==> config.mk <==
export PLATFORM = sky130hd
export DESIGN_NAME = fsgr_remap
export DESIGN_NICKNAME = d
export VERILOG_FILES = /design/src/rtl/core/fsgr_pkg.sv /design/src/rtl/core/fsgr_remap.sv
export SDC_FILE = /design/constraint.sdc
export NUM_CORES = 1
export LEC_CHECK = 0
export ABC_AREA = 1
export BUFFER_PORTS_ARGS = -buffer_cell sky130_fd_sc_hd__buf_2
export CORE_ASPECT_RATIO = 1.4
export CORE_UTILIZATION = 30
export DETAILED_ROUTE_END_ITERATION = 16
export SLEW_MARGIN = 20
export SYNTH_ARGS = -nofsm -noshare
export SYNTH_HDL_FRONTEND = slang
export SYNTH_SLANG_ARGS = --single-unit
==> constraint.sdc <==
create_clock -name vclk -period 1
set_clock_uncertainty 0.05 [all_clocks]
set_input_delay 0.15 -clock vclk [all_inputs]
set_output_delay 0.15 -clock vclk [all_outputs]
set_load 0.01 [all_outputs]
==> src/rtl/core/fsgr_pkg.sv <==
// Shared types and constants of the frame store geometric remap unit.
package fsgr_pkg;

  // Configuration register indexes.
  localparam int unsigned CfgIdxW = 2;
  localparam logic [CfgIdxW-1:0] REG_OPERATION     = 2'd0;
  localparam logic [CfgIdxW-1:0] REG_ROTATION      = 2'd1;
  localparam logic [CfgIdxW-1:0] REG_ZOOM_QUARTER  = 2'd2;
  localparam logic [CfgIdxW-1:0] REG_QUARTER_ORDER = 2'd3;

  localparam int unsigned CfgDataW = 8;
  localparam int unsigned PixelW   = 8;
  localparam int unsigned CoordW   = 8;

  // Operation codes.
  localparam logic [2:0] OP_PASS    = 3'd0;
  localparam logic [2:0] OP_INVERT  = 3'd1;
  localparam logic [2:0] OP_ROTATE  = 3'd2;
  localparam logic [2:0] OP_ENLARGE = 3'd3;
  localparam logic [2:0] OP_SHUFFLE = 3'd4;

  // Rotation codes.
  localparam logic [1:0] ROT_90  = 2'd0;
  localparam logic [1:0] ROT_180 = 2'd1;
  localparam logic [1:0] ROT_270 = 2'd2;

  // Identity quarter order: destination quarter d takes source quarter d.
  localparam logic [7:0] QUARTER_ORDER_RESET = 8'd228;
  localparam logic [PixelW-1:0] PIXEL_MAX = 8'd255;

  typedef struct packed {
    logic [2:0] operation;
    logic [1:0] rotation;
    logic [1:0] zoom_quarter;
    logic [7:0] quarter_order;
  } cfg_t;

endpackage

==> src/rtl/core/fsgr_remap.sv <==
// Source address computation for the selected geometric operation.
module fsgr_remap #(
  parameter int unsigned SIDE = 256
) (
  input  fsgr_pkg::cfg_t                    cfg_i,
  input  logic [fsgr_pkg::CoordW-1:0]       row_i,
  input  logic [fsgr_pkg::CoordW-1:0]       column_i,
  output logic [$clog2(SIDE*SIDE)-1:0]      addr_o,
  output logic                              in_range_o,
  output logic                              invert_o
);
  import fsgr_pkg::*;

  localparam int unsigned CW = $clog2(SIDE);
  localparam int unsigned AW = $clog2(SIDE*SIDE);
  localparam logic [CW-1:0] Last = CW'(SIDE - 1);
  localparam logic [CW-1:0] Half = CW'(SIDE / 2);
  localparam logic [AW-1:0] SideA = AW'(SIDE);

  logic [CW-1:0] r, c, sr, sc, lr, lc;
  logic          dr, dc;
  logic [7:0]    order_sh;
  logic [1:0]    src_quarter;

  assign r = CW'(row_i);
  assign c = CW'(column_i);

  assign in_range_o = ({24'd0, row_i} < 32'(SIDE)) && ({24'd0, column_i} < 32'(SIDE));
  assign invert_o   = (cfg_i.operation == OP_INVERT);

  // Quarter shuffle helpers.
  assign dr          = (r >= Half);
  assign dc          = (c >= Half);
  assign order_sh    = cfg_i.quarter_order >> {dr, dc, 1'b0};
  assign src_quarter = order_sh[1:0];
  assign lr          = dr ? (r - Half) : r;
  assign lc          = dc ? (c - Half) : c;

  always_comb begin
    sr = r;
    sc = c;
    case (cfg_i.operation)
      OP_ROTATE: begin
        case (cfg_i.rotation)
          ROT_90: begin
            sr = Last - c;
            sc = r;
          end
          ROT_180: begin
            sr = Last - r;
            sc = Last - c;
          end
          ROT_270: begin
            sr = c;
            sc = Last - r;
          end
          default: begin
            sr = r;
            sc = c;
          end
        endcase
      end
      OP_ENLARGE: begin
        sr = (r >> 1) + (cfg_i.zoom_quarter[1] ? Half : '0);
        sc = (c >> 1) + (cfg_i.zoom_quarter[0] ? Half : '0);
      end
      OP_SHUFFLE: begin
        sr = lr + (src_quarter[1] ? Half : '0);
        sc = lc + (src_quarter[0] ? Half : '0);
      end
      default: begin
        sr = r;
        sc = c;
      end
    endcase
  end

  assign addr_o = AW'(sr) * SideA + AW'(sc);

endmodule

==> summary.md <==
| Metric | Value |
|---|---|
| Status | `complete, but fails checks` |
| Failing checks | `setup timing` |
| Vias per cell | `5.260` |
| Register area | `0 um2` |
| Crit. End Element | `primary output` |
| Routed WL | `3.796 mm` |
| Combinational power share | `100.0%` |
| GRT Util Overall | `20.93%` |
| Min-delay worst type | `in -> out` |
| WHS | `0.5189 ns` |
| Sw frac | `51.60%` |
| Leakage power figure | `0.9097 nW` |
| Hold Crit Start | `cfg_i[14]` |
| CP dominant cell by count | `buf_6` |
| Die Span X | `51.76 um` |
| Startpoint types | `primary input` |
| Flop pwr share | `0%` |
| Origin of the worst setup path | `cfg_i[12]` |
| Starting Density | `32.36%` |
| Max frequency | `0.7910 GHz` |
| Slowest CP cell | `buf_6` |
| Max Cap Violations | `0` |
| Crit path kind | `in -> out` |
| Post-route minimum period | `1.264 ns` |
| Layout clock buffer count | `0` |
| Setup WS post-layout | `-0.2643 ns` |
| Synth top cells by count | `89 x nand2_1, 25 x nand3_1, 21 x inv_1, 21 x o21ai_0` |
| Worst stage delay on the critical path | `0.14 ns` |
| Vias in the first global route | `1537` |
| Worst path cell trace | `buf_8 -> nor2_4 -> nand2_4 -> buf_6 -> buf_6 -> o21ai_2 -> nand3b_1 -> buf_2` |
| Cell with the most instances after synthesis | `nand2_1` |
| Synthesized area per cell | `4.928 um2` |
| Nets | `309` |
| Synthesized area | `1040 um2` |
| Antenna Violating Nets Remaining | `0` |
| CP max FO | `4` |
| Antenna Cells | `0` |
| DR vias | `1657` |
| GRT overflow | `0` |
| # IOs | `49` |
| Worst Hold Depth | `3` |
| Post-synthesis cell type count | `19` |
| Area contributors post-synth | `nand2_1 32%, nand3_1 12%, nand3b_1 10%, o211ai_1 10%, o21ai_0 10%` |
| Initial antenna violation count | `0` |
| Hold buffers post-CTS | `0` |
| Area of the core | `3213 um2` |
| Sequential share of the synthesized area | `0%` |
| Clk pwr share | `0%` |
| Internal power | `0.0003867 W` |
| Syn nets | `242` |
| IO Port Bufs | `48` |
| PwrDens | `449.1 nW/um2` |
| Period utilisation layout | `126.4%` |
| Final hold vios | `0` |
| Final core occ | `55.37%` |
| Die area | `3709 um2` |
| Area delta synth->final | `71.12%` |
| Die Span Y | `71.66 um` |
| Row count | `24` |
| Largest net degree at the start of global routing | `28` |
| Remaining DRCs | `0` |
| Unrepaired setup endpoints after global routing | `true` |
| First-pass GRT wire length | `6.403 mm` |
| Num sequential | `0` |
| Worst Path Buf+Inv | `4` |
| Setup violators final | `16` |
| Routed wire per std cell | `12.05 um` |
| Drt first pass iters | `4` |
| NetSw | `0.0004122 W` |
| Synth top area share | `32.13%` |
| RD Place Congestion | `0.8330` |
| Initial DRC Count | `62` |
| Maximum VDD drop | `0.2346 mV` |
| Final Slew Violations | `0` |
| Layout cells sized above 1 | `38.77%` |
| WHS Endpoint | `invert_o` |
| Yosys synthesis warning count | `0` |
| Post-Syn Instances | `211` |
| Post-Place Worst Slack | `-0.3110 ns` |
| Area leader, netlist | `nand2_1` |
| Worst path required time | `0.80 ns` |
| DPL Wire Length | `2.584 mm` |
| Critical path arrival | `1.06 ns` |
| Worst path top cell family by delay | `buffers and inverters` |
## cell families (layout without fill, tap and decap cells)
kind of cell           count (synthesis)  after routing  synth area share [%]
AOI/OAI and AO/OA                     36             36                 21.78
buffers and inverters                 35            100                 15.64
other                                  1              1                0.3607
and+or+nand+nor                      139            139                 62.21
## how the worst max path moves through the flow
stage / depth (start not counted) / slack, ns / end
2_1_floorplan: 7 / -0.01 / addr_o[6]
3_3_place_gp: 9 / -0.30 / addr_o[6]
3_5_place_dp: 9 / -0.31 / addr_o[10]
4_1_cts: 8 / -0.25 / addr_o[0]
5_1_grt: 9 / -0.32 / addr_o[12]
6_report: 8 / -0.26 / addr_o[0]
## per-stage QoR
stage | cells | instance area, um2 | TNS [ns] | power (W)
5_1_grt | 315 | 1779 | -4.703 | 0.0008804
3_5_place_dp | 307 | 1509 | -4.416 | 0.0006699
6_report | 315 | 1779 | -3.742 | 0.0007990
3_3_place_gp | 307 | 1509 | -4.194 | 0.0006639
2_1_floorplan | 211 | 1097 | -0.01345 | 0.0003868
4_1_cts | 312 | 1665 | -3.654 | 0.0007470
## cells in the final DEF, fill, tap and decap left out, types with 2 or more instances in the layout
| cell | count |
|---|---|
| o211ai_1 | 14 |
| buf_12 | 8 |
| buf_4 | 14 |
| o21ai_0 | 11 |
| inv_2 | 3 |
| o21ai_2 | 2 |
| clkbuf_16 | 3 |
| buf_6 | 7 |
| nor2_4 | 3 |
| nand3b_1 | 14 |
| o21ai_1 | 8 |
| nand2_1 | 80 |
| nand2_2 | 12 |
| nand3_1 | 21 |
| buf_2 | 44 |
| nand4_1 | 2 |
| inv_1 | 17 |
| nand3_2 | 3 |
## area by class of cell
cell class,instances,area [um2]
multi-input combinational,176,953.4
tap,39,48.80
inverter,22,95.09
fill,343,1434
timing repair buffer,78,681.9
## metal layers
metal	global-route usage, %	up-vias	share of wire [%]
met3	1.062	6	5.1
met4	4.204	0	1.3
met1	25.51	758	41
li1	-	826	-
met5	0	-	0
met2	39.25	67	53
## what timing repair did
| action | in CTS | in global routing |
|---|---|---|
| endpoints found under the setup margin | 16 | 16 |
| resized for setup | 32 | 12 |
| gates cloned | 2 | 3 |
| pin swaps | 8 | 7 |
| setup buffers | 3 | 0 |
| endpoints found under the hold margin | 0 | 0 |
## power groups by stage
stage	Combinational, W	Sequential, W	Clock (W)
global placement	0.000664	0	0
detailed placement	0.000670	0	0
CTS	0.000747	0	0
finish	0.000799	0	0
global route	0.000880	0	0
floorplan	0.000387	0	0
No activity file was read; power rests on OpenSTA's default activity.
