==> config.mk <==
export PLATFORM = sky130hd
export DESIGN_NAME = fsgr_cfg
export DESIGN_NICKNAME = d
export VERILOG_FILES = /design/src/rtl/core/fsgr_pkg.sv /design/src/rtl/core/fsgr_cfg.sv
export SDC_FILE = /design/constraint.sdc
export NUM_CORES = 1
export LEC_CHECK = 0
export ABC_CLOCK_PERIOD_IN_PS = 2100
export BUFFER_PORTS_ARGS = -buffer_cell sky130_fd_sc_hd__buf_2
export CAP_MARGIN = 20
export CORE_UTILIZATION = 45
export CTS_CLUSTER_DIAMETER = 40
export DETAILED_ROUTE_END_ITERATION = 8
export PLACE_DENSITY = 0.78
export SKIP_CTS_REPAIR_TIMING = 1
export SYNTH_ARGS = -nofsm -noshare
export SYNTH_HDL_FRONTEND = slang
export SYNTH_SLANG_ARGS = --single-unit
==> constraint.sdc <==
create_clock -name clk_i -period 2.1 [get_ports clk_i]
set_input_delay 0.315 -clock clk_i [delete_from_list [all_inputs] [get_ports clk_i]]
set_output_delay 0.315 -clock clk_i [all_outputs]
set_load 0.05 [all_outputs]
==> src/rtl/core/fsgr_pkg.sv <==
// Shared types and constants of the frame store geometric remap unit.
package fsgr_pkg;

  // Configuration register indexes.
  localparam int unsigned CfgIdxW = 2;
  localparam logic [CfgIdxW-1:0] REG_OPERATION     = 2'd0;
  localparam logic [CfgIdxW-1:0] REG_ROTATION      = 2'd1;
  localparam logic [CfgIdxW-1:0] REG_ZOOM_QUARTER  = 2'd2;
  localparam logic [CfgIdxW-1:0] REG_QUARTER_ORDER = 2'd3;

  localparam int unsigned CfgDataW = 8;
  localparam int unsigned PixelW   = 8;
  localparam int unsigned CoordW   = 8;

  // Operation codes.
  localparam logic [2:0] OP_PASS    = 3'd0;
  localparam logic [2:0] OP_INVERT  = 3'd1;
  localparam logic [2:0] OP_ROTATE  = 3'd2;
  localparam logic [2:0] OP_ENLARGE = 3'd3;
  localparam logic [2:0] OP_SHUFFLE = 3'd4;

  // Rotation codes.
  localparam logic [1:0] ROT_90  = 2'd0;
  localparam logic [1:0] ROT_180 = 2'd1;
  localparam logic [1:0] ROT_270 = 2'd2;

  // Identity quarter order: destination quarter d takes source quarter d.
  localparam logic [7:0] QUARTER_ORDER_RESET = 8'd228;
  localparam logic [PixelW-1:0] PIXEL_MAX = 8'd255;

  typedef struct packed {
    logic [2:0] operation;
    logic [1:0] rotation;
    logic [1:0] zoom_quarter;
    logic [7:0] quarter_order;
  } cfg_t;

endpackage

==> src/rtl/core/fsgr_cfg.sv <==
// Configuration register file of the frame store geometric remap unit.
module fsgr_cfg (
  input  logic                             clk_i,
  input  logic                             rst_ni,
  input  logic                             cfg_valid_i,
  output logic                             cfg_ready_o,
  input  logic [fsgr_pkg::CfgIdxW-1:0]     cfg_index_i,
  input  logic [fsgr_pkg::CfgDataW-1:0]    cfg_data_i,
  output fsgr_pkg::cfg_t                   cfg_o
);
  import fsgr_pkg::*;

  cfg_t cfg_q, cfg_d;

  assign cfg_ready_o = 1'b1;

  always_comb begin
    cfg_d = cfg_q;
    if (cfg_valid_i) begin
      case (cfg_index_i)
        REG_OPERATION:     cfg_d.operation     = cfg_data_i[2:0];
        REG_ROTATION:      cfg_d.rotation      = cfg_data_i[1:0];
        REG_ZOOM_QUARTER:  cfg_d.zoom_quarter  = cfg_data_i[1:0];
        REG_QUARTER_ORDER: cfg_d.quarter_order = cfg_data_i[7:0];
        default:           cfg_d = cfg_q;
      endcase
    end
  end

  always_ff @(posedge clk_i or negedge rst_ni) begin
    if (!rst_ni) begin
      cfg_q.operation     <= OP_PASS;
      cfg_q.rotation      <= ROT_90;
      cfg_q.zoom_quarter  <= 2'd0;
      cfg_q.quarter_order <= QUARTER_ORDER_RESET;
    end else begin
      cfg_q <= cfg_d;
    end
  end

  assign cfg_o = cfg_q;

endmodule

==> results of run 1 <==
## logic make-up (layout without fill, tap and decap cells)
family | Yosys count | in the layout | synth area share, %
multiplexers | 15 | 15 | 27.6
flip-flops | 15 | 15 | 62.2
AND/OR/NAND/NOR | 4 | 4 | 8.38
other | 1 | 1 | 0.613
buffers and inverters | 1 | 32 | 1.23
## worst paths after layout
path	startpoint	to	slack [ns]	cells past startpoint
worst min-delay path	cfg_data_i[3]	cfg_o[3]$_DFFE_PN0P_	0.27	2
worst min register to register	cfg_o[11]$_DFFE_PN0P_	cfg_o[11]$_DFFE_PN0P_	0.50	1
worst max register to register	cfg_o[1]$_DFFE_PN0P_	cfg_o[1]$_DFFE_PN0P_	1.32	1
max in group asynchronous	rst_ni	cfg_o[7]$_DFFE_PN1P_	1.34	2
min in group asynchronous	rst_ni	cfg_o[3]$_DFFE_PN0P_	0.47	2
worst max-delay path	cfg_o[7]$_DFFE_PN1P_	cfg_o[7]	0.73	1
## layer usage
layer | vias to the layer above | routed length (µm) | track usage [%]
li1 | 190 | - | -
met1 | 185 | 472 | 22.7
met2 | 25 | 399 | 23.8
met3 | 4 | 84 | 5.78
met4 | 0 | 16 | 10.3
met5 | - | 0 | 0
## per-stage QoR
stage / cells / setup slack [ns] / total power [µW] / util (%)
2_1_floorplan: 36 / 1.10 / 646 / -
3_3_place_gp: 76 / 0.914 / 726 / 63.8
3_5_place_dp: 76 / 0.900 / 732 / 63.8
4_1_cts: 80 / 0.715 / 889 / 66.0
5_1_grt: 81 / 0.684 / 926 / 66.9
6_report: 81 / 0.726 / 879 / 66.9
## cell usage after synthesis
library cell and number:
nor3b_4 1, conb_1 1, mux2_2 15, nand3b_1 2, buf_4 1, dfstp_2 4
dfrtp_1 11, nand3_4 1
## power by group
part           internal [µW]  switching [µW]
registers                354            23.8
logic                   92.1             254
clock network           73.6            81.0
## final cells by class
| cell class | instances | area (µm²) |
|---|---|---|
| Tap cell | 14 | 17.5 |
| Multi-Input combinational cell | 20 | 224 |
| Fill cell | 100 | 393 |
| Clock buffer | 4 | 26.3 |
| Sequential cell | 15 | 380 |
| Timing Repair Buffer | 28 | 145 |
## layout by cell type, fill, tap and decap left out
master / Yosys / final
dlygate4sd3_1: 0 / 1
nor3b_4: 1 / 1
dfrtp_1: 11 / 11
nand3b_1: 2 / 2
buf_2: 0 / 27
clkbuf_1: 0 / 1
mux2_2: 15 / 15
clkbuf_4: 0 / 3
conb_1: 1 / 1
dfstp_2: 4 / 4
nand3_4: 1 / 1
==> qor.yml, run 1 <==
synthToLayoutAreaGrowth_pct: 29.7
die_y_um: 38.9
drtPass1Iterations: 2
core_area_um2: 1190
fin_crit_ns: 1.37
critPathMaxFanout: 2
drc: 0
arrival_ns: 1.06
crit_type: "reg2out"
routed_wl_um: 973
design_area_um2: 793
fin_worst_skew_ns: 0
synthCells: 36
min_path_type: "in2reg"
power_per_cell_area_nw_per_um2: 1110
synth_seq_cells: 15
yosysTopAreaCell: "dfrtp_1"
cp.buffers_inverters: 1
cts_buffer_depth: 2
leakage_uw: 0.000377
clk_latency_ns: 0.27
grt-ovfl-total: 0
synth_area_um2: 612
cts_root_buffer: "clkbuf_4"
slew_violations: 0
io_pins: 29
hpwl_um: 769
peakVddDrop_uv: 598
nets: 81
grt_start_max_net_pins: 16
hold_viol_final: 0
finalSetupViolations: 0
tns_ns: 0
wl_per_cell_um: 12.0
portBuffers: 27
end_kind: "primary output"
yosys_warnings: 0
antenna_found_initial: 0
drtIter0Drc: 1
crit_family: "flip-flops"
syn_nets: 49
finalCritPeriodShare_pct: 65.4
worst_ep_required_time_ns: 1.78
grt_pass1_vias: 394
antenna_cells: 0
rows: 12
avgViaCountPerCell: 4.99
post_synth.cell_area_avg_um2: 17.0
cts_made_buffers: 3
max_freq_mhz: 728
cts_num_sinks: 15
slowest_stage: "dfstp_2"
cp-start-kind: "register"
holdWs_ns: 0.269
die-width_um: 38.9
vias: 404
detail-route-antenna-nets: 0
synth_seq_area_share_pct: 62.2
synth_top_area_share_pct: 45.0
crit_chain: "buf_2"
drv_cap: 0
cts.clk_slew.worst_paths_ns: 0.08
grt_pass1_wl_um: 1660
dieArea_um2: 1510
postPlaceCellArea_um2: 757
cts_tree: "built"
cpPeakStageDelay_ns: 0.53
gp_congestion: 0.631
rsz0062_at_grt: "no"
largest_reg_flops: 15
final_layout_size_suffix_gt1_share_pct: 76.1
track_usage_pct: 17.1
start_util_pct: 51.6
synth.distinct_cells: 8
outcome: "complete, no violations"
htreeDepth: 1
synth_area_leaders: "dfrtp_1, mux2_2, dfstp_2, nor3b_4, nand3_4"
Power figures use the tool's default switching activity.
==> run 2: changes to the inputs <==
ABC_CLOCK_PERIOD_IN_PS = 1100   (was 2100)
CORE_UTILIZATION = 39   (was 45)
PLACE_DENSITY = 0.72   (was 0.78)
clock period = 1.1 ns   (was 2.1 ns; I/O delays follow)
==> qor.yml, run 2 (synthesized netlist as in run 1, its figures left out) <==
outcome: "complete, but fails checks"
violations: "setup timing"
dieArea_um2: 1730
die-width_um: 41.6
routed_wl_um: 987
synthToLayoutAreaGrowth_pct: 35.6
rows: 13
io_pins: 29
cp.buffers_inverters: 1
htreeDepth: 1
slowest_stage: "dfstp_2"
largest_reg_flops: 15
final_cell_mix: "buf_2, mux2_2, dfrtp_1"
cts_tree: "built"
layout_commonest_cell: "buf_2"
drtPass1Iterations: 1
drc: 0
rsz0062_at_grt: "yes"
gp_congestion: 0.655
cts_buffer_depth: 2
worst_ep_required_time_ns: 0.94
postPlaceCellArea_um2: 758
max_freq_mhz: 877
drv_cap: 0
cts_num_sinks: 15
cts.clk_slew.worst_paths_ns: 0.08
stdcell_count: 82
drtIter0Drc: 0
pre_cts_ws_ns: 0.0497
fin_crit_ns: 1.14
portBuffers: 27
finalSetupViolations: 4
crit_type: "reg2out"
antenna_cells: 0
finalCritPeriodShare_pct: 104
crit_family: "flip-flops"
start_util_pct: 44.3
core_area_um2: 1380
fin_worst_skew_ns: 0
wl_per_cell_um: 12.0
clk_latency_ns: 0.27
design_area_um2: 830
avgViaCountPerCell: 4.80
detail-route-antenna-nets: 0
hpwl_um: 761
vias: 394
layout_setup_ws_ns: -0.0408
slew_violations: 0
die_y_um: 41.6
critPathMaxFanout: 2
crit_chain: "buf_6"
end_kind: "primary output"
min_path_type: "in2reg"
cts_made_buffers: 3
power_per_cell_area_nw_per_um2: 2100
peakVddDrop_uv: 1370
leakage_uw: 0.000388
post-place-cells: 77
grt_start_max_net_pins: 16
cp-start-kind: "register"
track_usage_pct: 13.1
grt-ovfl-total: 0
hold_viol_final: 0
final_layout_size_suffix_gt1_share_pct: 76.1
arrival_ns: 0.98
antenna_found_initial: 0
cts_root_buffer: "clkbuf_4"
grt_pass1_vias: 378
tns_ns: -0.145
nets: 81
grt_pass1_wl_um: 1700
cpPeakStageDelay_ns: 0.55
## run 2: path summary, 6_finish.rpt
kind,start,endpoint,slack [ns],cells past startpoint
max in group asynchronous,rst_ni,cfg_o[2]$_DFFE_PN1P_,0.49,2
setup reg to reg,cfg_o[3]$_DFFE_PN0P_,cfg_o[3]$_DFFE_PN0P_,0.35,1
min in group asynchronous,rst_ni,cfg_o[1]$_DFFE_PN0P_,0.32,2
setup / recovery,cfg_o[7]$_DFFE_PN1P_,cfg_o[7],-0.04,1
hold / removal,cfg_data_i[4],cfg_o[4]$_DFFE_PN0P_,0.11,2
hold reg to reg,cfg_o[9]$_DFFE_PN0P_,cfg_o[9]$_DFFE_PN0P_,0.50,1
## run 2: through the flow
step / util [%] / hold slack, ns / total power (µW)
after floorplan: - / -0.131 / 1230
after global placement: 54.8 / 0.0829 / 1390
after detailed placement: 54.8 / 0.0877 / 1390
after CTS: 56.7 / -0.221 / 1700
after global routing: 60.0 / 0.0955 / 1830
final: 60.0 / 0.111 / 1740
## run 2: per-layer routing
layer | global-route usage (%) | part of all wire, % | wire length (µm)
met3 | 5.22 | 10 | 100
met1 | 14.6 | 44 | 433
met4 | 7.74 | 0.81 | 8
met2 | 20.9 | 45 | 445
met5 | 0 | 0 | 0
## run 2: power breakdown
part	leakage, µW	internal, µW	switching, µW
Clock	0.0000150	141	165
Sequential	0.000172	676	53.1
Combinational	0.000201	224	485
## run 2: layout make-up
cell class                      instances  area (µm²)
Multi-Input combinational cell         20         224
Clock buffer                            4        26.3
Tap cell                               15        18.8
Fill cell                             119         553
Sequential cell                        15         380
Timing Repair Buffer                   28         180
